File: src/hw/rtl/urlpd_pkg.sv
// ----------------------------------------------------------------------------
// urlpd_pkg: shared types and constants of the URL percent decoder
// Holds the escape phase and status codes, and the decoder state and result
// structs passed between the top level and the decode step.
// ----------------------------------------------------------------------------
package urlpd_pkg;

  localparam int unsigned ByteW = 8;
  localparam int unsigned NibW  = 4;

  // Escape phase: which kind of byte comes next.
  typedef enum logic [1:0] {
    PH_NORMAL = 2'd0,
    PH_HEX_HI = 2'd1,
    PH_HEX_LO = 2'd2
  } phase_t;

  // Result status codes.
  typedef enum logic [1:0] {
    ST_OK       = 2'd0,
    ST_BAD_ESC  = 2'd1,
    ST_UNEXPECT = 2'd2
  } status_t;

  localparam logic [ByteW-1:0] CH_DASH    = 8'h2D;
  localparam logic [ByteW-1:0] CH_UNDER   = 8'h5F;
  localparam logic [ByteW-1:0] CH_DOT     = 8'h2E;
  localparam logic [ByteW-1:0] CH_TILDE   = 8'h7E;
  localparam logic [ByteW-1:0] CH_STAR    = 8'h2A;
  localparam logic [ByteW-1:0] CH_PLUS    = 8'h2B;
  localparam logic [ByteW-1:0] CH_PERCENT = 8'h25;
  localparam logic [ByteW-1:0] CH_SPACE   = 8'h20;

  typedef struct packed {
    phase_t          phase;
    logic [NibW-1:0] high_nibble;
    logic            discarding;
  } dec_state_t;

  typedef struct packed {
    logic             valid;
    logic [ByteW-1:0] data;
    status_t          status;
    logic             last;
  } dec_result_t;

  localparam dec_state_t STATE_RESET = '{phase: PH_NORMAL, high_nibble: '0, discarding: 1'b0};

endpackage

File: src/hw/rtl/urlpd_step.sv
// ----------------------------------------------------------------------------
// urlpd_step: one decode step of the URL percent decoder
// Combinational: takes the current state and one byte, gives the next state
// and zero or one result.
// ----------------------------------------------------------------------------
module urlpd_step
  import urlpd_pkg::*;
(
  input  dec_state_t       state_i,
  input  logic [ByteW-1:0] byte_i,
  input  logic             last_i,
  output dec_state_t       state_o,
  output dec_result_t      result_o
);

  logic            hex_ok;
  logic [NibW-1:0] hex_val;
  logic            pass_ok;

  // Hex digit value, either case.
  always_comb begin
    hex_ok  = 1'b1;
    hex_val = '0;
    if (byte_i >= 8'h30 && byte_i <= 8'h39) begin
      hex_val = byte_i[NibW-1:0];
    end else if ((byte_i >= 8'h41 && byte_i <= 8'h46) ||
                 (byte_i >= 8'h61 && byte_i <= 8'h66)) begin
      hex_val = byte_i[NibW-1:0] + 4'd9;
    end else begin
      hex_ok = 1'b0;
    end
  end

  assign pass_ok = (byte_i >= 8'h30 && byte_i <= 8'h39) ||
                   (byte_i >= 8'h41 && byte_i <= 8'h5A) ||
                   (byte_i >= 8'h61 && byte_i <= 8'h7A) ||
                   byte_i == CH_DASH || byte_i == CH_UNDER || byte_i == CH_DOT ||
                   byte_i == CH_TILDE || byte_i == CH_STAR;

  always_comb begin
    state_o  = state_i;
    result_o = '{valid: 1'b0, data: '0, status: ST_OK, last: 1'b0};
    if (state_i.discarding) begin
      if (last_i) begin
        state_o = STATE_RESET;
      end
    end else begin
      unique case (state_i.phase)
        PH_HEX_HI: begin
          if (!hex_ok || last_i) begin
            state_o  = '{phase: PH_NORMAL, high_nibble: '0, discarding: !last_i};
            result_o = '{valid: 1'b1, data: '0, status: ST_BAD_ESC, last: 1'b1};
          end else begin
            state_o.phase       = PH_HEX_LO;
            state_o.high_nibble = hex_val;
          end
        end
        PH_HEX_LO: begin
          if (!hex_ok) begin
            state_o  = '{phase: PH_NORMAL, high_nibble: '0, discarding: !last_i};
            result_o = '{valid: 1'b1, data: '0, status: ST_BAD_ESC, last: 1'b1};
          end else begin
            state_o  = STATE_RESET;
            result_o = '{valid: 1'b1, data: {state_i.high_nibble, hex_val},
                         status: ST_OK, last: last_i};
          end
        end
        default: begin
          // Normal byte; the unused phase code behaves the same.
          state_o.phase = PH_NORMAL;
          if (pass_ok) begin
            result_o = '{valid: 1'b1, data: byte_i, status: ST_OK, last: last_i};
          end else if (byte_i == CH_PLUS) begin
            result_o = '{valid: 1'b1, data: CH_SPACE, status: ST_OK, last: last_i};
          end else if (byte_i == CH_PERCENT && !last_i) begin
            state_o.phase = PH_HEX_HI;
          end else if (byte_i == CH_PERCENT) begin
            state_o  = STATE_RESET;
            result_o = '{valid: 1'b1, data: '0, status: ST_BAD_ESC, last: 1'b1};
          end else begin
            state_o  = '{phase: PH_NORMAL, high_nibble: '0, discarding: !last_i};
            result_o = '{valid: 1'b1, data: '0, status: ST_UNEXPECT, last: 1'b1};
          end
        end
      endcase
    end
  end

endmodule

File: src/hw/rtl/url_percent_decoder.sv
// ----------------------------------------------------------------------------
// url_percent_decoder: form-urlencoded percent decoder, one byte per beat
// Streams an encoded string in and decoded bytes with a status code out.
// ----------------------------------------------------------------------------
// The decoder takes one encoded byte per beat on the in_ channel, with in_tlast
// on each string's final byte, and sustains one byte per clock unless stalled.
// A byte is held in an input register, decoded by a single combinational step
// (hex digit check, pass-through check, escape phase update) and lands in the
// output register, from which it is offered on the out_ channel.
// Letters, digits and - _ . ~ * pass unchanged, + becomes a space and %XX
// becomes one byte; a percent sign and the first hex digit give no beat.
// out_tuser carries the status: 0 ok, 1 bad or truncated escape, 2 unexpected
// character. An error beat has data 0 and out_tlast set; the rest of that
// string is then dropped without any beat, and decoding restarts with the
// next string. Backpressure on out_tready stalls the input register and in
// turn in_tready; a byte that gives no result still waits for a free output
// slot before it retires.
module url_percent_decoder
  import urlpd_pkg::*;
(
  input  logic             clk,
  input  logic             rst_n,
  input  logic             in_tvalid,
  output logic             in_tready,
  input  logic [ByteW-1:0] in_tdata,   // [7:0] in_byte
  input  logic             in_tlast,   // string_end
  output logic             out_tvalid,
  input  logic             out_tready,
  output logic [ByteW-1:0] out_tdata,  // [7:0] out_byte
  output logic [1:0]       out_tuser,  // [1:0] status
  output logic             out_tlast   // end_of_string
);

  // Input register
  logic             s1_valid_r, s1_valid_nxt;
  logic [ByteW-1:0] s1_byte_r;
  logic             s1_last_r;

  // Decoder state
  dec_state_t  state_r, state_nxt;
  dec_result_t step_res;

  // Output register
  logic             out_valid_r, out_valid_nxt;
  logic [ByteW-1:0] out_byte_r;
  status_t          out_status_r;
  logic             out_last_r;

  logic advance;   // the held byte retires this cycle
  logic in_beat;

  assign advance   = s1_valid_r && (!out_valid_r || out_tready);
  assign in_tready = !s1_valid_r || advance;
  assign in_beat   = in_tvalid && in_tready;

  urlpd_step u_step (
    .state_i  (state_r),
    .byte_i   (s1_byte_r),
    .last_i   (s1_last_r),
    .state_o  (state_nxt),
    .result_o (step_res)
  );

  always_comb begin
    s1_valid_nxt = s1_valid_r;
    if (in_beat) begin
      s1_valid_nxt = 1'b1;
    end else if (advance) begin
      s1_valid_nxt = 1'b0;
    end
  end

  always_comb begin
    out_valid_nxt = out_valid_r;
    if (advance) begin
      out_valid_nxt = step_res.valid;
    end else if (out_tready) begin
      out_valid_nxt = 1'b0;
    end
  end

  // Control state
  always_ff @(posedge clk) begin
    if (!rst_n) begin
      s1_valid_r  <= 1'b0;
      out_valid_r <= 1'b0;
      state_r     <= STATE_RESET;
    end else begin
      s1_valid_r  <= s1_valid_nxt;
      out_valid_r <= out_valid_nxt;
      if (advance) begin
        state_r <= state_nxt;
      end
    end
  end

  // Payload: capture on accept, hold otherwise
  always_ff @(posedge clk) begin
    if (in_beat) begin
      s1_byte_r <= in_tdata;
      s1_last_r <= in_tlast;
    end
    if (advance && step_res.valid) begin
      out_byte_r   <= step_res.data;
      out_status_r <= step_res.status;
      out_last_r   <= step_res.last;
    end
  end

  assign out_tvalid = out_valid_r;
  assign out_tdata  = out_byte_r;
  assign out_tuser  = out_status_r;
  assign out_tlast  = out_last_r;

endmodule

File: config.mk
export PLATFORM = sky130hd
export DESIGN_NAME = url_percent_decoder
export DESIGN_NICKNAME = d
export VERILOG_FILES = /design/src/hw/rtl/urlpd_pkg.sv /design/src/hw/rtl/urlpd_step.sv /design/src/hw/rtl/url_percent_decoder.sv
export SDC_FILE = /design/constraint.sdc
export NUM_CORES = 1
export LEC_CHECK = 0
export ABC_AREA = 1
export BUFFER_PORTS_ARGS = -buffer_cell sky130_fd_sc_hd__buf_4
export CORE_MARGIN = 5
export CORE_UTILIZATION = 45
export CTS_CLUSTER_SIZE = 20
export DETAILED_ROUTE_END_ITERATION = 7
export PLACE_DENSITY = 0.68
export SLEW_MARGIN = 15
export SYNTH_ARGS = -nofsm -noshare
export SYNTH_HDL_FRONTEND = slang
export SYNTH_SLANG_ARGS = --single-unit
export TNS_END_PERCENT = 50
File: constraint.sdc
create_clock -name clk -period 1.91 [get_ports clk]
set_input_delay 0.382 -clock clk [delete_from_list [all_inputs] [get_ports clk]]
set_output_delay 0.382 -clock clk [all_outputs]
set_load 0.01 [all_outputs]
## Word level (Yosys, flattened, before mapping)

Index checks and enable logic that the tools add are counted.

- Logic and storage cells: 87
- Output and inout port bits: 13
- Flip-flop bits (word level): 29
- Input port bits: 13

- $lt $le $gt $ge: 8
- Add/sub/neg operators: 1
- Multiplexer cells: 27
- Reduce and logical (&&, ||, !) cells: 28
- Equality and inequality tests: 13

Operators by type and width:

| cell | count |
|---|---|
| two-way mux 12 bit | 5 |
| equality test 8 x 6 -> 1 bit, second input constant | 5 |
| <= comparator 8 x 7 -> 1 bit, second input constant | 4 |
| two-way mux 7 bit | 4 |
| one-hot mux 12 bit (2 select lines) | 1 |
| equality test 8 x 7 -> 1 bit, second input constant | 2 |
| >= comparator 8 x 7 -> 1 bit, second input constant | 2 |
| one-hot mux 7 bit (2 select lines) | 1 |
| inequality test 4 bit, second input constant | 3 |
| logical OR 1 bit | 11 |
| two-way mux 11 bit | 1 |
| two-way mux 1 bit | 10 |
| logical AND 1 bit | 9 |
| >= comparator 8 x 6 -> 1 bit, second input constant | 1 |
| <= comparator 8 x 6 -> 1 bit, second input constant | 1 |
| two-way mux 4 bit | 2 |
| two-way mux 6 bit | 1 |
| two-way mux 5 bit | 1 |
| AND reduction 5 bit | 1 |
| adder 4 bit, second input constant | 1 |
| logical NOT 1 bit | 4 |
| nonzero test 2 bit | 2 |
| two-way mux 3 bit | 1 |
| equality test 2 x 1 -> 1 bit, second input constant | 1 |
| other kinds (3) | 3 |

## Logic depth before layout (Yosys ltp)

Gate-level depths: netlist of the first run.

- Depth after elaboration: 13
- Depth in mapped cells: 12
- Depth with buffers taken out: 12

## Cells and area by module

A second synthesis of the first run with hierarchy kept.

- Cell total of the unflattened synthesis: 283
- Area total of the unflattened synthesis: 2,104.5 um^2

By module, submodules not included:

| module | area an instance (um^2) | times used | cells an instance | sequential area each (um^2) |
|---|---|---|---|---|
| urlpd_step | 1,062.3 | 1 | 201 | 0.0 |
| url_percent_decoder | 1,042.2 | 1 | 82 | 780.7 |

## Worst setup path before layout of the first run

Ideal clock, no wire load.

- Kind: register to register
- Start point: register s1_byte_r[1]
- End point: register out_byte_r[0], in the netlist out_tdata[0] (enable)
- Required time: 1.617 ns
- Stages on the path, launching flop included: 12
- Clock period less this slack: 2.013 ns
- Slack: -0.103 ns
- Library setup time: 0.293 ns
- Arrival time: 1.720 ns
- Path buffers: 0
- Path through: edfxtp_1 > inv_1 > ha_1 > inv_1 > nand3_1 > nand4_4 > nand2_4 > nand2_4 > nand2_1 > inv_2 > o31ai_2 > inv_1

- Word-level cells in the longest chain between the ends: 13
- Elaborated cells on any way between the ends: 40
- Those cells by class: order compare (8); eq/ne (7); mux (8); reduce/logical (17)

Ends and longest elaborated chain:

| what | RTL line | RTL |
|---|---|---|
| start, declared | url_percent_decoder.sv:36 | `logic [ByteW-1:0] s1_byte_r;` |
| start signal, assigned | url_percent_decoder.sv:100 | `s1_byte_r <= in_tdata;` |
| >= comparator 8 x 6 -> 1 bit (tied with other cells) | urlpd_step.sv:24, urlpd_step.sv:34 |  |
| logical AND 1 bit (on tied branches) | urlpd_step.sv:24, urlpd_step.sv:34, urlpd_step.sv:35 |  |
| logical OR 1 bit | urlpd_step.sv:34 | `assign pass_ok = (byte_i >= 8'h30 && byte_i <= 8'h39) \|\|` |
| logical OR 1 bit | urlpd_step.sv:35 | `(byte_i >= 8'h41 && byte_i <= 8'h5A) \|\|` |
| logical OR 1 bit | urlpd_step.sv:36 | `(byte_i >= 8'h61 && byte_i <= 8'h7A) \|\|` |
| logical OR 1 bit (3 in series) | urlpd_step.sv:37 | `byte_i == CH_DASH \|\| byte_i == CH_UNDER \|\| byte_i == CH_DOT \|\|` |
| logical OR 1 bit | urlpd_step.sv:38 | `byte_i == CH_TILDE \|\| byte_i == CH_STAR;` |
| two-way mux 12 bit | urlpd_step.sv:71 | `if (pass_ok) begin` |
| one-hot mux 12 bit (2 select lines) (*) | urlpd_step.sv:48 | `unique case (state_i.phase)` |
| two-way mux 12 bit (*) | urlpd_step.sv:43 | `if (state_i.discarding) begin` |
| logical AND 1 bit (*) | url_percent_decoder.sv:103 | `if (advance && step_res.valid) begin` |
| end signal, assigned | url_percent_decoder.sv:104 | `out_byte_r <= step_res.data;` |
| end, declared | url_percent_decoder.sv:45 | `logic [ByteW-1:0] out_byte_r;` |

Every way passes the cells marked *; elsewhere a longest branch is shown, timed or not.
A chain may end at the register's enable or synchronous reset.

## Worst setup path in the final report of the first run

- Start point: register s1_byte_r[0]
- End point: register state_r[2] in the netlist's numbering

- Word-level cells in the longest chain between the ends: 11
- Elaborated cells on any way between the ends: 43
- Those cells by class: add/sub (1); order compare (8); eq/ne (10); mux (7); reduce/logical (17)

Ends and longest elaborated chain:

| what | RTL line | RTL |
|---|---|---|
| >= comparator 8 x 6 -> 1 bit (tied with other cells) | urlpd_step.sv:24, urlpd_step.sv:34 |  |
| logical AND 1 bit (on tied branches) | urlpd_step.sv:24, urlpd_step.sv:34, urlpd_step.sv:35 |  |
| logical OR 1 bit | urlpd_step.sv:34 |  |
| logical OR 1 bit | urlpd_step.sv:35 |  |
| logical OR 1 bit | urlpd_step.sv:36 |  |
| logical OR 1 bit (3 in series) | urlpd_step.sv:37 |  |
| logical OR 1 bit | urlpd_step.sv:38 |  |
| inequality test 4 bit (no line) | - |  |
| AND reduction 5 bit (no line) | - |  |
| end signal, assigned | url_percent_decoder.sv:92 | `state_r <= state_nxt;` |
| end, declared | url_percent_decoder.sv:40 | `dec_state_t state_r, state_nxt;` |

Several ways; a longest one is shown, not always the timed one.

==> results of run 1 <==
==> per-stage QoR <==
step | setup TNS, ns | instance area (um^2) | hold WS, ns | instances
finish | -0.178 | 2460 | 0.276 | 331
global route | -2.01 | 2460 | 0.261 | 331
CTS | 0 | 2280 | 0.265 | 320
detailed placement | -0.550 | 2160 | 0.479 | 312
global placement | -0.437 | 2160 | 0.475 | 312
floorplan | 0 | 1800 | 0.455 | 223
==> cells in the mapped netlist, types with 2 or more instances <==
| cell | n |
|---|---|
| nand2_4 | 2 |
| nand4_1 | 2 |
| nor2_1 | 27 |
| nand2_2 | 5 |
| o21ai_1 | 6 |
| dfxtp_1 | 9 |
| a21oi_1 | 17 |
| o22ai_1 | 3 |
| edfxtp_1 | 20 |
| o31ai_1 | 2 |
| nand3_1 | 21 |
| inv_2 | 5 |
| nand2_1 | 47 |
| ha_1 | 6 |
| inv_1 | 28 |
| nor3_1 | 3 |
| nor2_2 | 2 |
==> layout make-up <==
| class | instances | area, um^2 |
|---|---|---|
| inverters | 33 | 129 |
| flip-flops and latches | 29 | 781 |
| fillers | 353 | 1450 |
| well taps | 50 | 62.6 |
| clock buffers | 6 | 72.6 |
| repair buffers | 54 | 409 |
| clock inverters | 2 | 33.8 |
| multi-input cells | 157 | 975 |
==> sequential cells by signal (all words and copies together), names as in the netlist <==
signal      cells
out_tdata       8
out_tlast       1
out_tuser       2
out_tvalid      1
s1_byte_r       8
s1_last_r       1
s1_valid_r      1
state_r         7
==> layout by cell type, fill, tap and decap left out, types with 2 or more instances in the layout <==
master	instances
nand3_1	17
nand2_4	4
ha_1	4
ha_4	2
inv_4	2
o21ai_1	5
a21oi_2	4
dfxtp_1	9
nand3_4	2
nand2_1	46
buf_4	53
nor2_4	2
a21oi_1	14
edfxtp_1	20
nand4_1	2
inv_1	23
nand3_2	3
o22ai_2	2
clkbuf_8	5
o31ai_1	2
nand2_2	4
nor2_2	3
nor3_1	2
nor2_1	25
inv_2	8
==> routing by layer <==
layer	vias to the layer above	track usage (%)	part of all wire (%)
met5	-	0	0
met4	0	7.99	3.5
met3	19	4.82	7.4
met2	70	28.4	49
met1	789	20.4	40
li1	857	-	-
==> cell families (layout without fill, tap and decap cells) <==
group           after synthesis  in the layout  synth area share [%]
buf+inv                      37             95                  8.46
mux                           1              1                 0.559
compound gates               34             34                  11.0
fa+ha+maj                     6              6                  4.19
flops                        29             29                  43.6
xor+xnor                      1              1                 0.489
simple gates                115            115                  31.7
==> power breakdown <==
| group | switching, W | internal (W) |
|---|---|---|
| Sequential | 0.0000288 | 0.000720 |
| Clock | 0.000232 | 0.000384 |
| Combinational | 0.000193 | 0.000150 |
==> path summary, 6_finish.rpt <==
check	startpoint	endpoint	slack (ns)	depth (start not counted)
setup / recovery	s1_byte_r[0]	state_r[2]	-0.04	12
hold / removal	in_tlast	s1_last_r	0.28	1
setup reg to reg	s1_byte_r[0]	state_r[2]	-0.04	12
hold reg to reg	state_r[2]	state_r[2]	0.48	2
==> what timing repair did <==
| item | CTS | global route |
|---|---|---|
| pin swaps | 0 | 11 |
| buffers inserted | 0 | 11 |
| setup endpoints to repair | 13 | 26 |
| gates resized for setup | 3 | 24 |
==> flow_summary.toml, run 1 <==
[status]
status = "finished, violations left"
violations = "negative setup slack"

[sta]
worst_pin_slew_ns = 0.428
min_period_over_period_pct = 102
finalHoldViolCount = 0
relSlewSlack_pct = 71.2
timing.fmax_mhz = 514
period_minus_slack_ns = 1.95
drv_slew = 0
finalWorstSetupSlack_ns = -0.0370
finalSetupViolCount = 9
fin_worst_skew_ns = 0.00373
grt_setup_unrepaired = "true"

[logic_synthesis]
synthArstFlopShare_pct = 0
ys.flop_type = "edfxtp_1"
synth_cell_types = 35
mappedNetlistArea_um2 = 1790
ys_ff_latch = 29
synth_top_area_cell = "edfxtp_1"
ys_seq_area_share_pct = 43.6
synth.net_count = 242
synth_top_area_share_pct = 33.5
syn-instance-count = 223
avgSynthCellArea_um2 = 8.03
synth_area_leaders = "edfxtp_1 (34%), dfxtp_1 (10%), nand2_1 (9.9%), inv_1 (5.9%), nand3_1 (5.9%)"
ys_warn_count = 0
synth-edff-count = 20

[finish]
antennaDiodeCount = 0
layout.nets = 299
area_growth_pct = 37.5
drive_gt1_share_pct = 36.7
finish.utilization_pct = 62.9

[pwr]
peakVddDrop_v = 0.000436
power_density_nw_per_um2 = 694
leakage_nw = 1.08
power_w = 0.00171

[detailed_routing]
drtIter0Drc = 204
wl_per_cell_um = 13.9
drtAntennaViolNets = 0
drt-vias-per-instance = 5.24
dr.pass1.iters = 5
vias = 1735
routed_wl_mm = 4.59
drc = 0

[clock_tree]
cts_buffer_depth = 2
cts_hold_buf = 0
htreeDepth = 2
cts_inserted_buffers = 5
clk_latency_ns = 0.28
cts_tree = "built"
cts_root_buf = "clkbuf_8"
cts.sinks = 29
path_clk_slew_ns = 0.06

[worst_setup_path]
cp.arrival_ns = 2.13
cp_slowest_stage_delay_ns = 0.45
end_kind = "flop"
cp_num_buf_inv = 2
cp.required_ns = 2.09
cp_cell_sequence = "buf_4, ha_1, inv_2, nor2_1, nand3_1, nand4_1, nor2_4, nand4_2, nand2_4, nand2_1, nand2_1, nor2_1"
worst-path-max-fanout = 8
worst_setup_path_start_kind = "flop"
crit_family = "simple AND/OR/NAND/NOR gates"
crit_slowest_cell = "edfxtp_1"
critPathKind = "reg -> reg"

[grt]
grt_first_pass_wirelength_mm = 6.90
grt_max_degree = 14
grt_pass1_vias = 1481
grt_antenna_before_repair = 0
grt_overflow_total = 0
grtUsageTotal_pct = 17.1

[place]
gp_congestion = 0.875
dp_worst_setup_slack_ns = -0.0504
dp_hpwl_mm = 3.18
numPortBuffers = 25

[job]
drv_cap = 0

[floorplan]
initial_utilization_pct = 45.7
die_h_um = 73.1
die-area_um2 = 5340
coreArea_um2 = 3910
placementRows = 23
io_pins = 26
die_w_um = 73.1

[worst_hold_path]
hold_class = "in -> reg"
Power figures use the tool's default switching activity.
==> run 2, diff against run 1 <==
--- a/config.mk
+++ b/config.mk
@@ -7,11 +7,13 @@
 export LEC_CHECK = 0
 export ABC_AREA = 1
 export BUFFER_PORTS_ARGS = -buffer_cell sky130_fd_sc_hd__buf_4
+export CELL_PAD_IN_SITES_DETAIL_PLACEMENT = 1
+export CELL_PAD_IN_SITES_GLOBAL_PLACEMENT = 1
 export CORE_MARGIN = 5
-export CORE_UTILIZATION = 45
+export CORE_UTILIZATION = 42
 export CTS_CLUSTER_SIZE = 20
 export DETAILED_ROUTE_END_ITERATION = 7
-export PLACE_DENSITY = 0.68
+export PLACE_DENSITY_LB_ADDON = 0.1
 export SLEW_MARGIN = 15
 export SYNTH_ARGS = -nofsm -noshare
 export SYNTH_HDL_FRONTEND = slang
==> constraint.sdc (replaced) <==
create_clock -name clk -period 2 [get_ports clk]
set_input_delay 0.4 -clock clk [delete_from_list [all_inputs] [get_ports clk]]
set_output_delay 0.4 -clock clk [all_outputs]
set_load 0.01 [all_outputs]
==> flow_summary.toml, run 2 (synthesis gave the netlist of run 1 again) <==
[status]
status = "finished, violations left"
violations = "negative setup slack"

[worst_setup_path]
cp.required_ns = 2.18
end_kind = "flop"
critPathKind = "reg -> reg"
worst-path-max-fanout = 8
cp.arrival_ns = 2.25
worst_setup_path_start_kind = "flop"

[sta]
fin_worst_skew_ns = 0.00791
grt_setup_unrepaired = "true"
period_minus_slack_ns = 2.07
finalWorstSetupSlack_ns = -0.0659
finalSetupViolCount = 10
drv_slew = 0
finalHoldViolCount = 0
tns_ns = -0.280
min_period_over_period_pct = 103
relSlewSlack_pct = 70.5
timing.fmax_mhz = 484
worst_pin_slew_ns = 0.439

[grt]
grtUsageTotal_pct = 19.9
grtUsageMet1_pct = 25.4
use_met2_pct = 33.6
grt_pass1_vias = 1766
grt_overflow_total = 0
grt_antenna_before_repair = 0
grt_max_degree = 14
grt-busiest-layer = "met2"
grt_first_pass_wirelength_mm = 8.43
use_met3_pct = 4.35

[detailed_routing]
drtAntennaViolNets = 0
routed_wl_mm = 5.60
wl_per_cell_um = 17.1
dr.pass1.iters = 4
drt-vias-per-instance = 5.25
drtIter0Drc = 103
vias = 1721
drc = 0

[clock_tree]
cts_tree = "built"
cts_hold_buf = 0
cts_buffer_depth = 2
cts_root_buf = "clkbuf_8"
htreeDepth = 2
path_clk_slew_ns = 0.07
cts.sinks = 29
clk_latency_ns = 0.29
cts_inserted_buffers = 5

[pwr]
power_density_nw_per_um2 = 640
leakage_nw = 1.05
peakVddDrop_v = 0.000398
p_sw_share_pct = 30.5
seqPwrFrac_pct = 46.9
switchingPower_w = 0.000465
p_int_w = 0.00106
clockPowerShare_pct = 31.9
comb_power_share_pct = 21.3

[job]
drv_cap = 0

[finish]
final_cell_mix = "buf_4 (50), nand2_1 (46), nor2_1 (26)"
instances_no_fill = 328
fin_area_um2 = 2380
antennaDiodeCount = 0
area_growth_pct = 33.0
layout.nets = 296
layout_commonest_cell = "buf_4"
drive_gt1_share_pct = 33.5

[floorplan]
initial_utilization_pct = 44.1
die_h_um = 75.3
io_pins = 26
coreArea_um2 = 4060
die-area_um2 = 5670
placementRows = 23
die_w_um = 75.3

[place]
dp_hpwl_mm = 3.93
gp_congestion = 0.860
dpl-instance-area_um2 = 2140
place_inst = 311
numPortBuffers = 25

[worst_hold_path]
hold_class = "in -> reg"
run 2: cell types whose count changed in the layout (fill, tap and decap cells not counted), moves of 2 or more:
cell / previous run / this run
a21oi_2: 4 / 2
o22ai_1: 1 / 3
clkinv_2: 0 / 2
buf_4: 53 / 50
o22ai_2: 2 / 0
a21oi_1: 14 / 16
run 2: area by class of cell:
cell class                      instances  area [um^2]
Fill cell                             524         1680
Multi-Input combinational cell        157          938
Sequential cell                        29          781
Timing Repair Buffer                   51          387
Inverter                               33          126
Clock buffer                            5         68.8
Tap cell                               50         62.6
Clock inverter                          3         17.5
run 2: what timing repair did:
item / CTS / global route
cloned: 0 / 0
pin swaps: 0 / 11
setup endpoints to repair: 13 / 28
setup buffers: 0 / 9
gates resized for setup: 2 / 18
run 2: power by group through the flow:
| stage | Combinational, W | Sequential, W | Clock, W |
|---|---|---|---|
| floorplan | 0.000162 | 0.000730 | 0 |
| global placement | 0.000272 | 0.000728 | 0 |
| detailed placement | 0.000278 | 0.000730 | 0 |
| CTS | 0.000283 | 0.000717 | 0.000491 |
| global route | 0.000359 | 0.000717 | 0.000538 |
| finish | 0.000324 | 0.000714 | 0.000485 |
run 2: metrics by stage:
step / setup WS [ns] / hold slack, ns / utilization [%] / total power, W
finish: -0.0659 / 0.282 / 58.7 / 0.00152
global route: -0.180 / 0.271 / 58.7 / 0.00161
CTS: 0.00274 / 0.283 / 55.1 / 0.00149
detailed placement: -0.0341 / 0.484 / 52.8 / 0.00101
global placement: 0.100 / 0.468 / 52.8 / 0.00100
floorplan: 0.0396 / 0.455 / - / 0.000892
run 2: path summary, 6_finish.rpt:
path,start,endpoint,slack (ns),cells past startpoint
worst max-delay path,s1_byte_r[0],state_r[1],-0.07,13
worst min-delay path,in_tdata[0],s1_byte_r[0],0.28,1
worst max register to register,s1_byte_r[0],state_r[1],-0.07,13
worst min register to register,state_r[3],state_r[3],0.50,2
run 2: per-layer routing:
layer / vias to the layer above / wire, um / share of wire, %
met5: - / 0 / 0
met4: 0 / 102 / 1.8
met3: 9 / 199 / 3.6
met2: 36 / 2930 / 52
met1: 833 / 2380 / 42
li1: 843 / - / -
run 2: critical path: stages, from the launching register on:
cell and delay (ns):
edfxtp_1 0.45, buf_4 0.18, ha_4 0.16, buf_4 0.13
nand3_1 0.07, nand2_1 0.06, nand2_1 0.08, nand4_1 0.16
nor2_4 0.20, nand4_2 0.14, nand2_4 0.13, nand2_1 0.06
nand2_1 0.09, nor2_2 0.04
